File: src/rtl/battery_charge_gauge_with_hysteresis_core_defines.svh
// ============================================================================
// Assertion macros for the battery charge gauge
// Concurrent checks that compile away when NO_ASSERTIONS is defined.
// ============================================================================
`ifndef BATTERY_CHARGE_GAUGE_WITH_HYSTERESIS_CORE_DEFINES_SVH
`define BATTERY_CHARGE_GAUGE_WITH_HYSTERESIS_CORE_DEFINES_SVH

`ifndef NO_ASSERTIONS
// Same-cycle implication, sampled on the rising clock edge outside reset.
`define BCG_ASSERT_NOW(label, ante, cons) \
   label: assert property (@(posedge clock) disable iff (reset) (ante) |-> (cons)) \
      else $error("gauge check failed");
// Next-cycle implication, sampled on the rising clock edge outside reset.
`define BCG_ASSERT_NEXT(label, ante, cons) \
   label: assert property (@(posedge clock) disable iff (reset) (ante) |=> (cons)) \
      else $error("gauge check failed");
`else
`define BCG_ASSERT_NOW(label, ante, cons)
`define BCG_ASSERT_NEXT(label, ante, cons)
`endif

`endif

File: src/rtl/bcg_pkg.sv
// ============================================================================
// bcg_pkg
// Shared types, constants and the voltage-to-charge map of the gauge.
// ============================================================================
`timescale 1ns / 1ps
`default_nettype none

package bcg_pkg;

   localparam int SAMPLE_W          = 13;
   localparam int PERCENT_W         = 8;
   localparam int CHARGE_W          = 7;
   localparam int MARGIN_W          = 4;
   localparam int REQ_DATA_W        = 16;
   localparam int RSP_DATA_W        = 40;
   localparam int RSP_PAD_W         = RSP_DATA_W - (PERCENT_W + 2 * SAMPLE_W);
   localparam int BURST_LEN_DEFAULT = 6;
   localparam int LONG_AVG_DEFAULT  = 20;

   localparam logic [MARGIN_W-1:0]  MARGIN_RESET = 4'd5;
   localparam logic [PERCENT_W-1:0] NO_READING   = 8'd188;
   localparam logic [PERCENT_W-1:0] FULL_PERCENT = 8'd100;

   // Breakpoints of the discharge curve, in millivolts.
   localparam logic [SAMPLE_W-1:0] V_FULL        = 13'd4100;
   localparam logic [SAMPLE_W-1:0] V_KNEE        = 13'd3960;
   localparam logic [SAMPLE_W-1:0] V_LINEAR      = 13'd3220;
   localparam logic [SAMPLE_W-1:0] V_LOW         = 13'd3020;
   localparam logic [SAMPLE_W-1:0] KNEE_OFFSET   = 13'd3340;
   localparam logic [SAMPLE_W-1:0] LINEAR_OFFSET = 13'd3150;

   localparam logic [CHARGE_W-1:0] CHARGE_FULL  = 7'd100;
   localparam logic [CHARGE_W-1:0] CHARGE_LOW   = 7'd5;
   localparam logic [CHARGE_W-1:0] CHARGE_EMPTY = 7'd1;

   // 100/1043 as ceil(100 * 2^21 / 1043); exact for offsets below 1024.
   localparam logic [17:0] SLOPE_RECIP = 18'd201070;
   localparam int          SLOPE_SHIFT = 21;

   typedef struct packed {
      logic [SAMPLE_W-1:0] sample_mv;
      logic                start_burst;
      logic [CHARGE_W-1:0] charge;
   } item_type;

   typedef struct packed {
      logic [PERCENT_W-1:0] shown_percent;
      logic [SAMPLE_W-1:0]  average_mv;
      logic                 window_closed;
   } window_result_type;

   function automatic logic [CHARGE_W-1:0] charge_percent(input logic [SAMPLE_W-1:0] v);
      logic [SAMPLE_W-1:0] knee_diff;
      logic [SAMPLE_W-1:0] lin_diff;
      logic [27:0]         product;
      logic [CHARGE_W-1:0] result;
      knee_diff = v - KNEE_OFFSET;
      lin_diff  = v - LINEAR_OFFSET;
      product   = {18'd0, lin_diff[9:0]} * {10'd0, SLOPE_RECIP};
      if (v >= V_FULL) begin
         result = CHARGE_FULL;
      end else if (v >= V_KNEE) begin
         result = knee_diff[9:3];
      end else if (v >= V_LINEAR) begin
         result = product[SLOPE_SHIFT +: CHARGE_W];
      end else if (v >= V_LOW) begin
         result = CHARGE_LOW;
      end else begin
         result = CHARGE_EMPTY;
      end
      return result;
   endfunction

endpackage

`default_nettype wire

File: src/rtl/bcg_window.sv
// ============================================================================
// bcg_window
// Window accumulation, window means and the hysteresis display update.
// ============================================================================
`timescale 1ns / 1ps
`default_nettype none
`include "battery_charge_gauge_with_hysteresis_core_defines.svh"

module bcg_window #(
   parameter int BURST_LEN = bcg_pkg::BURST_LEN_DEFAULT,
   parameter int LONG_AVG  = bcg_pkg::LONG_AVG_DEFAULT
) (
   input  wire logic                          clock,
   input  wire logic                          reset,
   input  wire logic                          step,
   input  wire bcg_pkg::item_type             item,
   input  wire logic [bcg_pkg::MARGIN_W-1:0]  margin,
   output bcg_pkg::window_result_type         result
);
   import bcg_pkg::*;

   typedef enum logic [1:0] {
      PH_LONG     = 2'd0,
      PH_POWER_ON = 2'd1,
      PH_BURST    = 2'd2
   } phase_type;

   localparam int POWER_ON_LEN = 2;
   localparam int MAX_WIN   = (BURST_LEN - 1 > LONG_AVG) ? BURST_LEN - 1 : LONG_AVG;
   localparam int MAX_COUNT = ((BURST_LEN > LONG_AVG) ? BURST_LEN : LONG_AVG) + 2;
   localparam int CNT_W     = $clog2(MAX_COUNT + 1);
   localparam int PSUM_W    = $clog2(100 * MAX_WIN + 1);
   localparam int VSUM_W    = $clog2(((1 << SAMPLE_W) - 1) * MAX_WIN + 1);
   localparam int DIV_W     = $clog2(MAX_WIN);
   localparam int PS        = PSUM_W + DIV_W;
   localparam int VS        = VSUM_W + DIV_W;

   // Reciprocals ceil(2^S / D); exact for every sum that fits its register.
   localparam logic [PS:0] P_RECIP_BURST =
      (PS + 1)'(((64'd1 << PS) + BURST_LEN - 2) / (BURST_LEN - 1));
   localparam logic [PS:0] P_RECIP_LONG =
      (PS + 1)'(((64'd1 << PS) + LONG_AVG - 1) / LONG_AVG);
   localparam logic [VS:0] V_RECIP_BURST =
      (VS + 1)'(((64'd1 << VS) + BURST_LEN - 2) / (BURST_LEN - 1));
   localparam logic [VS:0] V_RECIP_LONG =
      (VS + 1)'(((64'd1 << VS) + LONG_AVG - 1) / LONG_AVG);

   phase_type             phase_ff, phase_in, phase_base;
   logic [CNT_W-1:0]      count_ff, count_in, count_base, count_inc;
   logic [PSUM_W-1:0]     psum_ff, psum_in;
   logic [VSUM_W-1:0]     vsum_ff, vsum_in;
   logic [PERCENT_W-1:0]  display_ff, display_in;
   logic [SAMPLE_W-1:0]   average_ff, average_in;
   logic                  closed;

   logic [PS:0]           p_recip;
   logic [VS:0]           v_recip;
   logic [PSUM_W+PS:0]    p_prod;
   logic [VSUM_W+VS:0]    v_prod;
   logic [PERCENT_W-1:0]  p_mean;
   logic [SAMPLE_W-1:0]   v_mean;
   logic [PERCENT_W-1:0]  rise_gap, fall_gap, margin_ext;
   logic                  rise, fall, burst_take, long_take;

   always_comb begin
      phase_base = item.start_burst ? PH_BURST : phase_ff;
      count_base = item.start_burst ? '0 : count_ff;
      count_inc  = count_base + 1'b1;

      // Mean of the window held in the sums, for the window kind now active.
      p_recip = (phase_base == PH_BURST) ? P_RECIP_BURST : P_RECIP_LONG;
      v_recip = (phase_base == PH_BURST) ? V_RECIP_BURST : V_RECIP_LONG;
      p_prod  = {{(PS + 1){1'b0}}, psum_ff} * {{PSUM_W{1'b0}}, p_recip};
      v_prod  = {{(VS + 1){1'b0}}, vsum_ff} * {{VSUM_W{1'b0}}, v_recip};
      p_mean  = p_prod[PS +: PERCENT_W];
      v_mean  = v_prod[VS +: SAMPLE_W];

      rise       = p_mean > display_ff;
      fall       = p_mean < display_ff;
      rise_gap   = p_mean - display_ff;
      fall_gap   = display_ff - p_mean;
      margin_ext = {{(PERCENT_W - MARGIN_W){1'b0}}, margin};
      burst_take = rise || (display_ff > FULL_PERCENT) || (fall && (fall_gap > margin_ext));
      long_take  = (rise && (rise_gap > margin_ext)) || fall;

      closed     = 1'b0;
      phase_in   = phase_base;
      count_in   = count_inc;
      display_in = display_ff;
      average_in = average_ff;

      unique case (phase_base)
         PH_POWER_ON: begin
            if (count_inc > CNT_W'(POWER_ON_LEN)) begin
               closed     = 1'b1;
               display_in = psum_ff[PERCENT_W-1:0];
               average_in = vsum_ff[SAMPLE_W-1:0];
            end
         end
         PH_BURST: begin
            if (count_inc > CNT_W'(BURST_LEN)) begin
               closed = 1'b1;
               if (burst_take) begin
                  display_in = p_mean;
                  average_in = v_mean;
               end
            end
         end
         default: begin
            if (count_inc > CNT_W'(LONG_AVG + 1)) begin
               closed = 1'b1;
               if (long_take) begin
                  display_in = p_mean;
                  average_in = v_mean;
               end
            end
         end
      endcase

      if (closed) begin
         phase_in = PH_LONG;
         count_in = '0;
      end

      // The first sample of a window only clears the sums.
      psum_in = psum_ff;
      vsum_in = vsum_ff;
      if (!closed) begin
         if (count_inc == CNT_W'(1)) begin
            psum_in = '0;
            vsum_in = '0;
         end else begin
            psum_in = psum_ff + PSUM_W'(item.charge);
            vsum_in = vsum_ff + VSUM_W'(item.sample_mv);
         end
      end

      result.shown_percent = display_in;
      result.average_mv    = average_in;
      result.window_closed = closed;
   end

   always_ff @(posedge clock) begin
      if (reset) begin
         phase_ff   <= PH_POWER_ON;
         count_ff   <= '0;
         psum_ff    <= '0;
         vsum_ff    <= '0;
         display_ff <= NO_READING;
         average_ff <= '0;
      end else if (step) begin
         phase_ff   <= phase_in;
         count_ff   <= count_in;
         psum_ff    <= psum_in;
         vsum_ff    <= vsum_in;
         display_ff <= display_in;
         average_ff <= average_in;
      end
   end

   `BCG_ASSERT_NEXT(a_close_restarts, step && closed, (count_ff == '0) && (phase_ff == PH_LONG))
   `BCG_ASSERT_NEXT(a_display_holds_open, step && !closed, $stable(display_ff) && $stable(average_ff))
   `BCG_ASSERT_NOW(a_display_range, 1'b1, (display_ff <= FULL_PERCENT) || (display_ff == NO_READING))
   `BCG_ASSERT_NOW(a_psum_bound, 1'b1, psum_ff <= PSUM_W'(100 * MAX_WIN))

endmodule

`default_nettype wire

File: src/rtl/battery_charge_gauge_with_hysteresis_core.sv
// ============================================================================
// battery_charge_gauge_with_hysteresis_core
// Battery voltage samples in, windowed charge percent with hysteresis out.
// ============================================================================
//
//   Channel  Direction  Ports                        Contents
//   req      in         req_tvalid/tready/tdata/tuser sample_mv, start_burst
//   rsp      out        rsp_tvalid/tready/tdata/tlast shown_percent, average_mv,
//                                                     echo_mv, window_closed
//   csr      in         csr_wr_en/csr_wr_data         hysteresis_margin
//
// A sample can be taken in every cycle while the result register is free. Its
// result is offered on rsp once it has passed the input register and then the
// result register. The sample is mapped to a charge percent on its way into
// the input register; the window update, whose depth is set by the window-mean
// multipliers and the hysteresis compares that follow, sits between the two.
// Reset is synchronous: the display reads 188 (no reading yet), the power-on
// window is armed and the margin returns to 5.
// While rsp_tready is low the result holds, and one more sample can still be
// taken into the input register before req_tready drops.
//
`timescale 1ns / 1ps
`default_nettype none

module battery_charge_gauge_with_hysteresis_core #(
   parameter int BURST_LEN = bcg_pkg::BURST_LEN_DEFAULT,
   parameter int LONG_AVG  = bcg_pkg::LONG_AVG_DEFAULT
) (
   input  wire logic                             clock,
   input  wire logic                             reset,
   // Configuration: hysteresis_margin.
   input  wire logic                             csr_wr_en,
   input  wire logic [bcg_pkg::MARGIN_W-1:0]     csr_wr_data,
   // Sample stream.
   input  wire logic                             req_tvalid,
   output logic                                  req_tready,
   input  wire logic [bcg_pkg::REQ_DATA_W-1:0]   req_tdata,  // [12:0] sample_mv, rest zero
   input  wire logic                             req_tuser,  // [0] start_burst
   // Result stream.
   output logic                                  rsp_tvalid,
   input  wire logic                             rsp_tready,
   output logic [bcg_pkg::RSP_DATA_W-1:0]        rsp_tdata,  // [7:0] shown_percent,
                                                             // [20:8] average_mv,
                                                             // [33:21] echo_mv, rest zero
   output logic                                  rsp_tlast   // window_closed
);
   import bcg_pkg::*;

   logic [MARGIN_W-1:0] margin_ff;

   // Input register: the sample, its burst flag and its charge percent.
   logic                stage_valid_ff, stage_valid_in;
   item_type            stage_ff;
   logic                req_take;
   logic                advance;

   // Result register.
   logic                rsp_valid_ff, rsp_valid_in;
   window_result_type   rsp_result_ff;
   logic [SAMPLE_W-1:0] rsp_echo_ff;

   window_result_type   window_result;

   // The result register is free when it is empty or is being read out now.
   // The input register moves forward whenever the result register is free.
   assign advance        = stage_valid_ff && (!rsp_valid_ff || rsp_tready);
   assign req_tready     = !stage_valid_ff || advance;
   assign req_take       = req_tvalid && req_tready;
   assign stage_valid_in = req_take || (stage_valid_ff && !advance);
   assign rsp_valid_in   = advance || (rsp_valid_ff && !rsp_tready);

   always_ff @(posedge clock) begin
      if (reset) begin
         margin_ff <= MARGIN_RESET;
      end else if (csr_wr_en) begin
         margin_ff <= csr_wr_data;
      end
   end

   always_ff @(posedge clock) begin
      if (reset) begin
         stage_valid_ff <= 1'b0;
         rsp_valid_ff   <= 1'b0;
      end else begin
         stage_valid_ff <= stage_valid_in;
         rsp_valid_ff   <= rsp_valid_in;
      end
   end

   // Payload registers carry no reset; their valid flags guard them.
   always_ff @(posedge clock) begin
      if (req_take) begin
         stage_ff.sample_mv   <= req_tdata[SAMPLE_W-1:0];
         stage_ff.start_burst <= req_tuser;
         stage_ff.charge      <= charge_percent(req_tdata[SAMPLE_W-1:0]);
      end
      if (advance) begin
         rsp_result_ff <= window_result;
         rsp_echo_ff   <= stage_ff.sample_mv;
      end
   end

   // Window state advances exactly once for each sample that moves into the
   // result register, so the order of results follows the order of transfers.
   bcg_window #(
      .BURST_LEN (BURST_LEN),
      .LONG_AVG  (LONG_AVG)
   ) u_window (
      .clock  (clock),
      .reset  (reset),
      .step   (advance),
      .item   (stage_ff),
      .margin (margin_ff),
      .result (window_result)
   );

   assign rsp_tvalid = rsp_valid_ff;
   assign rsp_tdata  = {{RSP_PAD_W{1'b0}}, rsp_echo_ff, rsp_result_ff.average_mv,
                        rsp_result_ff.shown_percent};
   assign rsp_tlast  = rsp_result_ff.window_closed;

endmodule

`default_nettype wire
File: config.mk
export PLATFORM = sky130hd
export DESIGN_NAME = battery_charge_gauge_with_hysteresis_core
export DESIGN_NICKNAME = d
export VERILOG_FILES = /design/src/rtl/bcg_pkg.sv /design/src/rtl/bcg_window.sv /design/src/rtl/battery_charge_gauge_with_hysteresis_core.sv
export VERILOG_INCLUDE_DIRS = /design/src /design/src/rtl
export SDC_FILE = /design/constraint.sdc
export NUM_CORES = 1
export LEC_CHECK = 0
export ABC_CLOCK_PERIOD_IN_PS = 12100
export BUFFER_PORTS_ARGS = -buffer_cell sky130_fd_sc_hd__buf_2
export CAP_MARGIN = 10
export CELL_PAD_IN_SITES_DETAIL_PLACEMENT = 2
export CELL_PAD_IN_SITES_GLOBAL_PLACEMENT = 2
export CORE_MARGIN = 2
export CORE_UTILIZATION = 42
export DETAILED_ROUTE_END_ITERATION = 10
export GPL_ROUTABILITY_DRIVEN = 1
export PLACE_DENSITY_LB_ADDON = 0.08
export RECOVER_POWER = 100
export SYNTH_ARGS = -nofsm -noshare
export SYNTH_HDL_FRONTEND = slang
export SYNTH_SLANG_ARGS = --single-unit
File: constraint.sdc
create_clock -name clock -period 12.1 [get_ports clock]
set_clock_uncertainty 0.05 [all_clocks]
set_input_delay 2.42 -clock clock [delete_from_list [all_inputs] [get_ports clock]]
set_output_delay 2.42 -clock clock [all_outputs]
set_load 0.1 [all_outputs]
* Yosys cells after proc, flatten, opt, wreduce, memory -nomap -nowiden
Cells that the tools add are included. W data, S select, Z words.
Storage, ports and cells: register bits after elaboration 119, output and inout port bits 43, logic and storage cells 87
Operators by class: add/subtract/negate cells 7, multiply operators 3, magnitude comparators 12, eq/ne operators 3, multiplexer cells 27, bitwise logic cells 1, reduce and logical (&&, ||, !) cells 18
Operator list (number):
- $mux W13 | 5
- $mux W8 | 5
- $ge A13 B12 Y1 const B | 3
- $mul A18 B24 Y36 | 1
- $mul A10 B17 Y27 const B | 1
- $pmux W13 S2 | 1
- $mul A11 B17 Y24 | 1
- $mux W21 | 1
- $add A18 B13 Y18 | 1
- $mux W18 | 1
- $gt A8 B4 Y1 | 2
- $pmux W8 S2 | 1
- $sub A8 B8 Y8 | 2
- $mux W14 | 1
- $mux W7 | 2
- $ge A13 B13 Y1 const B | 1
- $add A11 B7 Y11 | 1
- $mux W11 | 1
- $mux W5 | 2
- $sub A10 B7 Y10 const B | 1
- $sub A10 B9 Y10 const B | 1
- $gt A8 B7 Y1 const B | 1
- $gt A8 B8 Y1 | 1
- $lt A8 B8 Y1 | 1
- 16 further kinds | 33

* Longest topological paths before layout
Gate-level depths: netlist (run 1).
word-level depth 11, depth in mapped cells 43

* Modules after synthesis
Synthesis (run 1) repeated with hierarchy kept, for this count alone.
Unflattened totals: cells, all modules 2138, area, all modules 20144.3 um^2
By module, submodules not included:
- bcg_window | times used 1, cells each 1696, area each 15077.0 um^2, sequential area each 1141.1 um^2
- battery_charge_gauge_with_hysteresis_core | times used 1, cells each 442, area each 5067.4 um^2, sequential area each 1801.7 um^2

* Worst setup path before layout (run 1)
Ideal clock, no wire load.
path type register -> register, start point register stage_ff[7] in the netlist's numbering, end point register rsp_result_ff (netlist bit rsp_tdata[20]) (data pin), library setup time 268 ps, arrival 9564 ps, required time 11782 ps, slack 2219 ps, cell stages (with the launch flop) 42, cells stage by stage edfxtp_1 -> nand2b_1 -> ha_1 -> clkbuf_1 -> clkbuf_1 -> clkbuf_1 -> nand2_1 -> fa_1 -> inv_1 -> fa_1 -> inv_1 -> fa_1 -> inv_1 -> fa_1 -> inv_1 -> fa_1 -> inv_1 -> ha_1 -> [... 6 more ...] -> clkbuf_1 -> nand2_1 -> a211oi_1 -> mux2i_1 -> o211ai_1 -> nor2_1 -> ha_1 -> o21ai_0 -> nand2b_1 -> a21oi_1 -> a41o_1 -> nand3_1 -> nor4_1 -> o211ai_1 -> o31ai_4 -> buf_6 -> mux2i_1 -> a21oi_1
Between the ends: cells in the longest elaborated chain, start to end 11, elaborated cells on any way between the ends 29, those cells by class add/sub: 3; mul: 2; order compare: 7; eq/ne: 2; mux: 10; reduce/logical: 5
RTL lines:
- start: declaration | RTL line battery_charge_gauge_with_hysteresis_core.sv:53 | item_type stage_ff;
- $mux W2 | RTL line bcg_window.sv:66 | phase_base = item.start_burst ? PH_BURST : phase_ff;
- $eq A2 B2 Y1 | RTL line bcg_window.sv:71, bcg_window.sv:72, bcg_window.sv:92
- $mux W14 | RTL line bcg_window.sv:71 | p_recip = (phase_base == PH_BURST) ? P_RECIP_BURST : P_RECIP_LONG;
- $mul A11 B17 Y24 | RTL line bcg_window.sv:73 | p_prod = {{(PS + 1){1'b0}}, psum_ff} * {{PSUM_W{1'b0}}, p_recip};
- $sub A8 B8 Y8, on equally long branches | RTL line bcg_window.sv:80, bcg_window.sv:81
- $gt A8 B4 Y1, on equally long branches | RTL line bcg_window.sv:84, bcg_window.sv:83
- $logic_and A1 B1 Y1, on equally long branches | RTL line bcg_window.sv:84, bcg_window.sv:83
- $logic_or A1 B1 Y1, on equally long branches | RTL line bcg_window.sv:84, bcg_window.sv:83
- $mux W13, on equally long branches | RTL line bcg_window.sv:112, bcg_window.sv:103
- $mux W13, on equally long branches | RTL line bcg_window.sv:110, bcg_window.sv:101
- $pmux W13 S2 * | RTL line bcg_window.sv:92 | unique case (phase_base)
- via u_window.average_in[12] | RTL line bcg_window.sv:53 | logic [SAMPLE_W-1:0] average_ff, average_in;
- end signal: assignment | RTL line battery_charge_gauge_with_hysteresis_core.sv:98 | rsp_result_ff <= window_result;
- end: declaration | RTL line battery_charge_gauge_with_hysteresis_core.sv:59 | window_result_type rsp_result_ff;
The timed path passes the listed nets; every way through them passes the cells marked *. A chain may end at the register's enable or synchronous reset.

* Worst setup path in the final report (run 1)
Ends and elaborated chain as after synthesis.

==> results of run 1 <==
worst min path at each step:
stage                                      start                                 to  depth (start not counted)
2_1_floorplan  u_window.phase_ff[0]$_SDFFE_PP1P_  u_window.phase_ff[0]$_SDFFE_PP1P_                          2
3_3_place_gp   u_window.phase_ff[0]$_SDFFE_PP1P_  u_window.phase_ff[0]$_SDFFE_PP1P_                          2
3_5_place_dp   u_window.phase_ff[0]$_SDFFE_PP1P_  u_window.phase_ff[0]$_SDFFE_PP1P_                          2
4_1_cts        u_window.phase_ff[0]$_SDFFE_PP1P_  u_window.phase_ff[0]$_SDFFE_PP1P_                          2
5_1_grt        u_window.phase_ff[0]$_SDFFE_PP1P_  u_window.phase_ff[0]$_SDFFE_PP1P_                          2
6_report       u_window.phase_ff[0]$_SDFFE_PP1P_  u_window.phase_ff[0]$_SDFFE_PP1P_                          2
worst min-delay path, cell delays in order, from the launching register on:
cell     delay, ps
dfxtp_1        320
nand2_1         60
nand2_1         40
power by group:
part	switching [mW]	internal [mW]	total, mW
logic	0.612	0.367	0.979
clock network	0.235	0.291	0.527
registers	0.0198	0.447	0.467
total	0.867	1.11	1.97
cells by family (layout without fill, tap and decap cells):
logic type	count (synthesis)	after routing	synth area share
xor gates and xnor gates	86	86	0.0365
and+or+nand+nor	458	458	0.107
AOI/OAI and AO/OA	405	405	0.135
muxes	60	60	0.0302
other	2	8	0.000364
buffers and inverters	528	551	0.0976
DFF	119	119	0.143
adders and majority gates	580	580	0.451
state kept, by name, summed over array words and instances (netlist names), 4 cells and up:
register             count
u_window.psum_ff        11
margin_ff                4
u_window.count_ff        5
rsp_tdata               21
u_window.vsum_ff        18
u_window.average_ff     13
u_window.display_ff      8
stage_ff                21
rsp_echo_ff             13
Yosys cell counts, drive strengths merged, types with 9 or more instances:
master / count / area [um2]
nor2: 105 / 397
a211oi: 19 / 158
a32oi: 21 / 184
nand4: 9 / 56.3
or3: 12 / 75.1
o22ai: 9 / 56.3
o21ai: 55 / 275
mux2i: 42 / 420
and2: 35 / 219
a21oi: 125 / 637
nor2b: 28 / 175
fa: 272 / 5450
o21a: 12 / 91.3
edfxtp: 56 / 1680
dfxtp: 63 / 1260
xnor2: 50 / 438
o211ai: 19 / 143
buf: 16 / 92.6
a21o: 32 / 240
ha: 308 / 3850
xor2: 36 / 315
clkbuf: 69 / 259
mux2: 18 / 203
or2: 16 / 100
inv: 443 / 1660
nand2: 139 / 522
nand3: 49 / 245
nor3: 24 / 120
and3: 10 / 62.6
a31oi: 12 / 75.1
nand2b: 16 / 100
o31ai: 15 / 131
layout make-up:
type                            count  area share
Sequential cell                   119       0.133
Inverter                          443      0.0753
Timing Repair Buffer               76      0.0153
Tap cell                          664      0.0376
Clock inverter                     13     0.00493
Clock buffer                       19      0.0215
Antenna cell                        1    0.000113
Multi-Input combinational cell   1596       0.712
layer usage:
layer | vias to the layer above | routed length, um | track usage
met5 | - | 0 | 0
met4 | 0 | 1290 | 0.0669
met3 | 61 | 2160 | 0.0340
met2 | 273 | 34700 | 0.505
met1 | 8483 | 30000 | 0.359
li1 | 7456 | - | -
==> flow_summary.json, run 1 <==
{
  "status": "finished with violations",
  "violations": "max-capacitance violations, max-slew violations",
  "cp.arrival_ps": 11390,
  "grt_max_degree": 59,
  "drv_slew": 161,
  "cpMaxStageDelayCell": "o31ai_4",
  "crit_path_start_kind": "flop",
  "async_flop_share": 0,
  "synth_area_um2": 20600,
  "dr.pass1.iters": 5,
  "via_per_inst": 5.55,
  "setup_viol": 0,
  "hold_viol": 0,
  "cp.depth": 38,
  "wl_per_cell_um": 23.2,
  "synth_edf_count": 56,
  "finalNonFillerCells": 2931,
  "fin_nets": 2859,
  "post_synth.cell_area_avg_um2": 9.22,
  "grt_pass1_wl_mm": 108,
  "ys.flop_type": "dfxtp_1",
  "row_count": 81,
  "gp_congestion": 0.859,
  "period_share": 0.929,
  "track_usage": 0.281,
  "crit_path_end": "rsp_tdata[20]$_DFFE_PP_",
  "post-place-ws_ps": 508,
  "clk_latency_ps": 470,
  "ant_nets": 0,
  "synth_seq_cells": 119,
  "clkTransAtPathRegs_ps": 70,
  "dp_hpwl_mm": 56.4,
  "drtIter0Drc": 703,
  "seq_area_um2": 2940,
  "io_buffers": 59,
  "reg2regPathDepth": 38,
  "hp-class": "flop to flop",
  "multi_input_area_um2": 15700,
  "post-route-util": 0.453,
  "cts_root_buf": "clkbuf_16",
  "cp_common_cell": "inv_1",
  "maxSlewHeadroom": -1.22,
  "critical_path_required_ps": 12260,
  "regToRegStartpoint": "stage_ff[7]$_DFFE_PP_",
  "period_minus_slack_ps": 11240,
  "tightestPinTransition_ps": 3330,
  "power.total_mw": 1.97,
  "final_area_um2": 22100,
  "grt_pass1_vias": 18940,
  "overflow": 0,
  "crit_family": "adder cells",
  "cap_violations": 5,
  "dp.cells": 2898,
  "cp_num_buf_inv": 7,
  "initial_core_util": 0.423,
  "place_area_um2": 21600,
  "ctsResizeCount": 0,
  "postCtsHoldBufs": 0,
  "worstPathMaxFanout": 32,
  "vias": 16273,
  "path_class": "flop to flop",
  "yosysSeqAreaShare": 0.143,
  "cts_buffers": 17,
  "io_pins": 69,
  "critPathMaxStageDelay_ps": 690,
  "p_per_area_nw_per_um2": 89.4,
  "fmax_ghz": 0.0890,
  "final_common_cell": "inv_1",
  "rsz0062_at_grt": "false",
  "core_area_um2": 48700,
  "antenna_found_initial": 1,
  "fin_hold_ws_ps": 418,
  "vdd_ir_drop_max_uv": 133,
  "setup_tns_ps": 0,
  "drt_wl_total_mm": 68.1,
  "yosysWarnings": 0,
  "drive_gt1_frac": 0.0485,
  "h-tree-depth": 4,
  "die_w_um": 226,
  "final.fill_count": 5307,
  "cellLeakagePower_nw": 11.5,
  "cts.sinks": 119,
  "dieArea_um2": 50900,
  "fin_ws_ps": 863,
  "syn2layout_area_growth_pct": 6.97,
  "most-common-layout-cells": "inv_1, ha_1, fa_1",
  "regToRegEndpoint": "rsp_tdata[20]$_DFFE_PP_",
  "rrSetupSlack_ps": 860,
  "cp-startpoint": "stage_ff[7]$_DFFE_PP_",
  "die_y_um": 226,
  "ys_types": 86,
  "postCtsSetupBuffers": 0,
  "clock_path_buffers": 2,
  "end_kind": "flop",
  "synthCells": 2238,
  "cts_tree": "done",
  "drc": 0
}
(Power assumes the default switching activity.)
==> run 2: changes to the inputs <==
- PLACE_DENSITY: unset -> 0.83
- PLACE_DENSITY_LB_ADDON: 0.08 -> unset
==> run 2 against run 1 <==
Net effect: the flow still finishes with violations (max-capacitance violations, max-slew violations); maximum frequency down 2.7%; via count up 6.4%; wire length up 19%; setup slack worse by 310 ps; critical endpoint is now rsp_tdata[0]$_DFFE_PP_; largest power group unchanged; highest routed layer unchanged.
==> flow_summary.json, run 2 (same netlist as run 1, synthesis figures left out) <==
{
  "status": "finished with violations",
  "violations": "max-capacitance violations, max-slew violations",
  "row_count": 81,
  "busiest_layer": "met2",
  "place_area_um2": 21600,
  "critPathMaxStageDelay_ps": 580,
  "cts_root_buf": "clkbuf_16",
  "grt_pass1_wl_mm": 125,
  "grt_pass1_vias": 20624,
  "io_buffers": 59,
  "hp-class": "flop to flop",
  "crit_path_start_kind": "flop",
  "antenna_found_initial": 2,
  "critical_path_required_ps": 12250,
  "fin_nets": 2861,
  "fin_hold_ws_ps": 435,
  "drt_wl_total_mm": 81.1,
  "drv_slew": 139,
  "final_common_cell": "inv_1",
  "cp.arrival_ps": 11690,
  "vias": 17322,
  "fmax_ghz": 0.0866,
  "core_area_um2": 48700,
  "gp_congestion": 0.896,
  "io_pins": 69,
  "die_y_um": 226,
  "clkTransAtPathRegs_ps": 60,
  "die_w_um": 226,
  "cellLeakagePower_nw": 11.6,
  "final_area_um2": 22100,
  "h-tree-depth": 4,
  "fin_ws_ps": 553,
  "vdd_ir_drop_max_uv": 119,
  "via_per_inst": 5.91,
  "diodes": 0,
  "drc": 0,
  "worstPathMaxFanout": 24,
  "postCtsSetupBuffers": 0,
  "dieArea_um2": 50900,
  "end_kind": "flop",
  "cts.sinks": 119,
  "cpMaxStageDelayCell": "fa_1",
  "dp_hpwl_mm": 61.7,
  "dr.pass1.iters": 5,
  "met2_usage": 0.603,
  "overflow": 0,
  "drtIter0Drc": 973,
  "cp_num_buf_inv": 7,
  "track_usage": 0.329,
  "maxSlewHeadroom": -1.14,
  "grt_use_met1": 0.376,
  "rsz0062_at_grt": "false",
  "post-route-util": 0.453,
  "post-place-ws_ps": 857,
  "setup_tns_ps": 0,
  "cts_tree": "done",
  "path_class": "flop to flop",
  "clk_latency_ps": 470,
  "hold_viol": 0,
  "p_per_area_nw_per_um2": 95.2,
  "period_share": 0.954,
  "grtUsageMet3": 0.0393,
  "most-common-layout-cells": "inv_1, ha_1, fa_1",
  "syn2layout_area_growth_pct": 7.11,
  "crit_family": "adder cells",
  "postCtsHoldBufs": 0,
  "initial_core_util": 0.423,
  "wl_per_cell_um": 27.7,
  "tightestPinTransition_ps": 3200,
  "period_minus_slack_ps": 11550,
  "clock_path_buffers": 2,
  "cp_common_cell": "inv_1",
  "ant_nets": 0,
  "grt_max_degree": 59,
  "cts_buffers": 17,
  "cap_violations": 4,
  "setup_viol": 0,
  "drive_gt1_frac": 0.0507
}
[run 2: cell count changes in the layout (fill, tap and decap cells not counted), moves of 2 or more]
cell	before	now
bufinv_16	0	2
clkbuf_16	19	17
clkinvlp_4	0	2
clkinv_4	5	1
inv_8	2	0
buf_4	11	14
clkbuf_8	0	2
clkinv_2	2	4
[run 2: cell type report]
| type | count | area [um2] |
|---|---|---|
| inverters | 443 | 1660 |
| well taps | 664 | 831 |
| flip-flops and latches | 119 | 2940 |
| clock buffers | 21 | 460 |
| fillers | 5291 | 26600 |
| multi-input cells | 1596 | 15700 |
| repair buffers | 78 | 357 |
| clock inverters | 11 | 121 |
[run 2: final timing paths]
| check | from | endpoint | slack, ps | cells after the start |
|---|---|---|---|---|
| worst max-delay path | stage_ff[7]$_DFFE_PP_ | rsp_tdata[0]$_DFFE_PP_ | 550 | 38 |
| worst min-delay path | u_window.phase_ff[0]$_SDFFE_PP1P_ | u_window.phase_ff[0]$_SDFFE_PP1P_ | 430 | 2 |
| worst max register to register | stage_ff[7]$_DFFE_PP_ | rsp_tdata[0]$_DFFE_PP_ | 550 | 38 |
| worst min register to register | u_window.phase_ff[0]$_SDFFE_PP1P_ | u_window.phase_ff[0]$_SDFFE_PP1P_ | 430 | 2 |
[run 2: report_power, final]
group          total [mW]  internal, mW  switching, mW  leakage [nW]
registers           0.469         0.447         0.0216          1.05
logic                1.09         0.389          0.697          10.2
clock network       0.549         0.314          0.235         0.284
[run 2: worst min-delay path: cells and delay by family, from the launching register on]
kind | cells | cell delay [ps]
flip-flops | 1 | 330
AND/OR/NAND/NOR | 2 | 120
[run 2: routing by layer]
layer | part of all wire | wire length (um)
met3 | 0.045 | 3620
met2 | 0.52 | 42100
met4 | 0.054 | 4390
met1 | 0.38 | 31000
met5 | 0 | 0
[run 2: what timing repair did]
action,CTS,global route
resized for setup,0,3
hold endpoints to repair,0,0
setup endpoints to repair,0,23
[run 2: metrics by stage]
| step | cells | total power, mW |
|---|---|---|
| after CTS | 2932 | 2.09 |
| after floorplan | 2243 | 1.16 |
| after detailed placement | 2900 | 1.49 |
| after global routing | 2932 | 2.22 |
| after global placement | 2900 | 1.37 |
| final | 2932 | 2.10 |
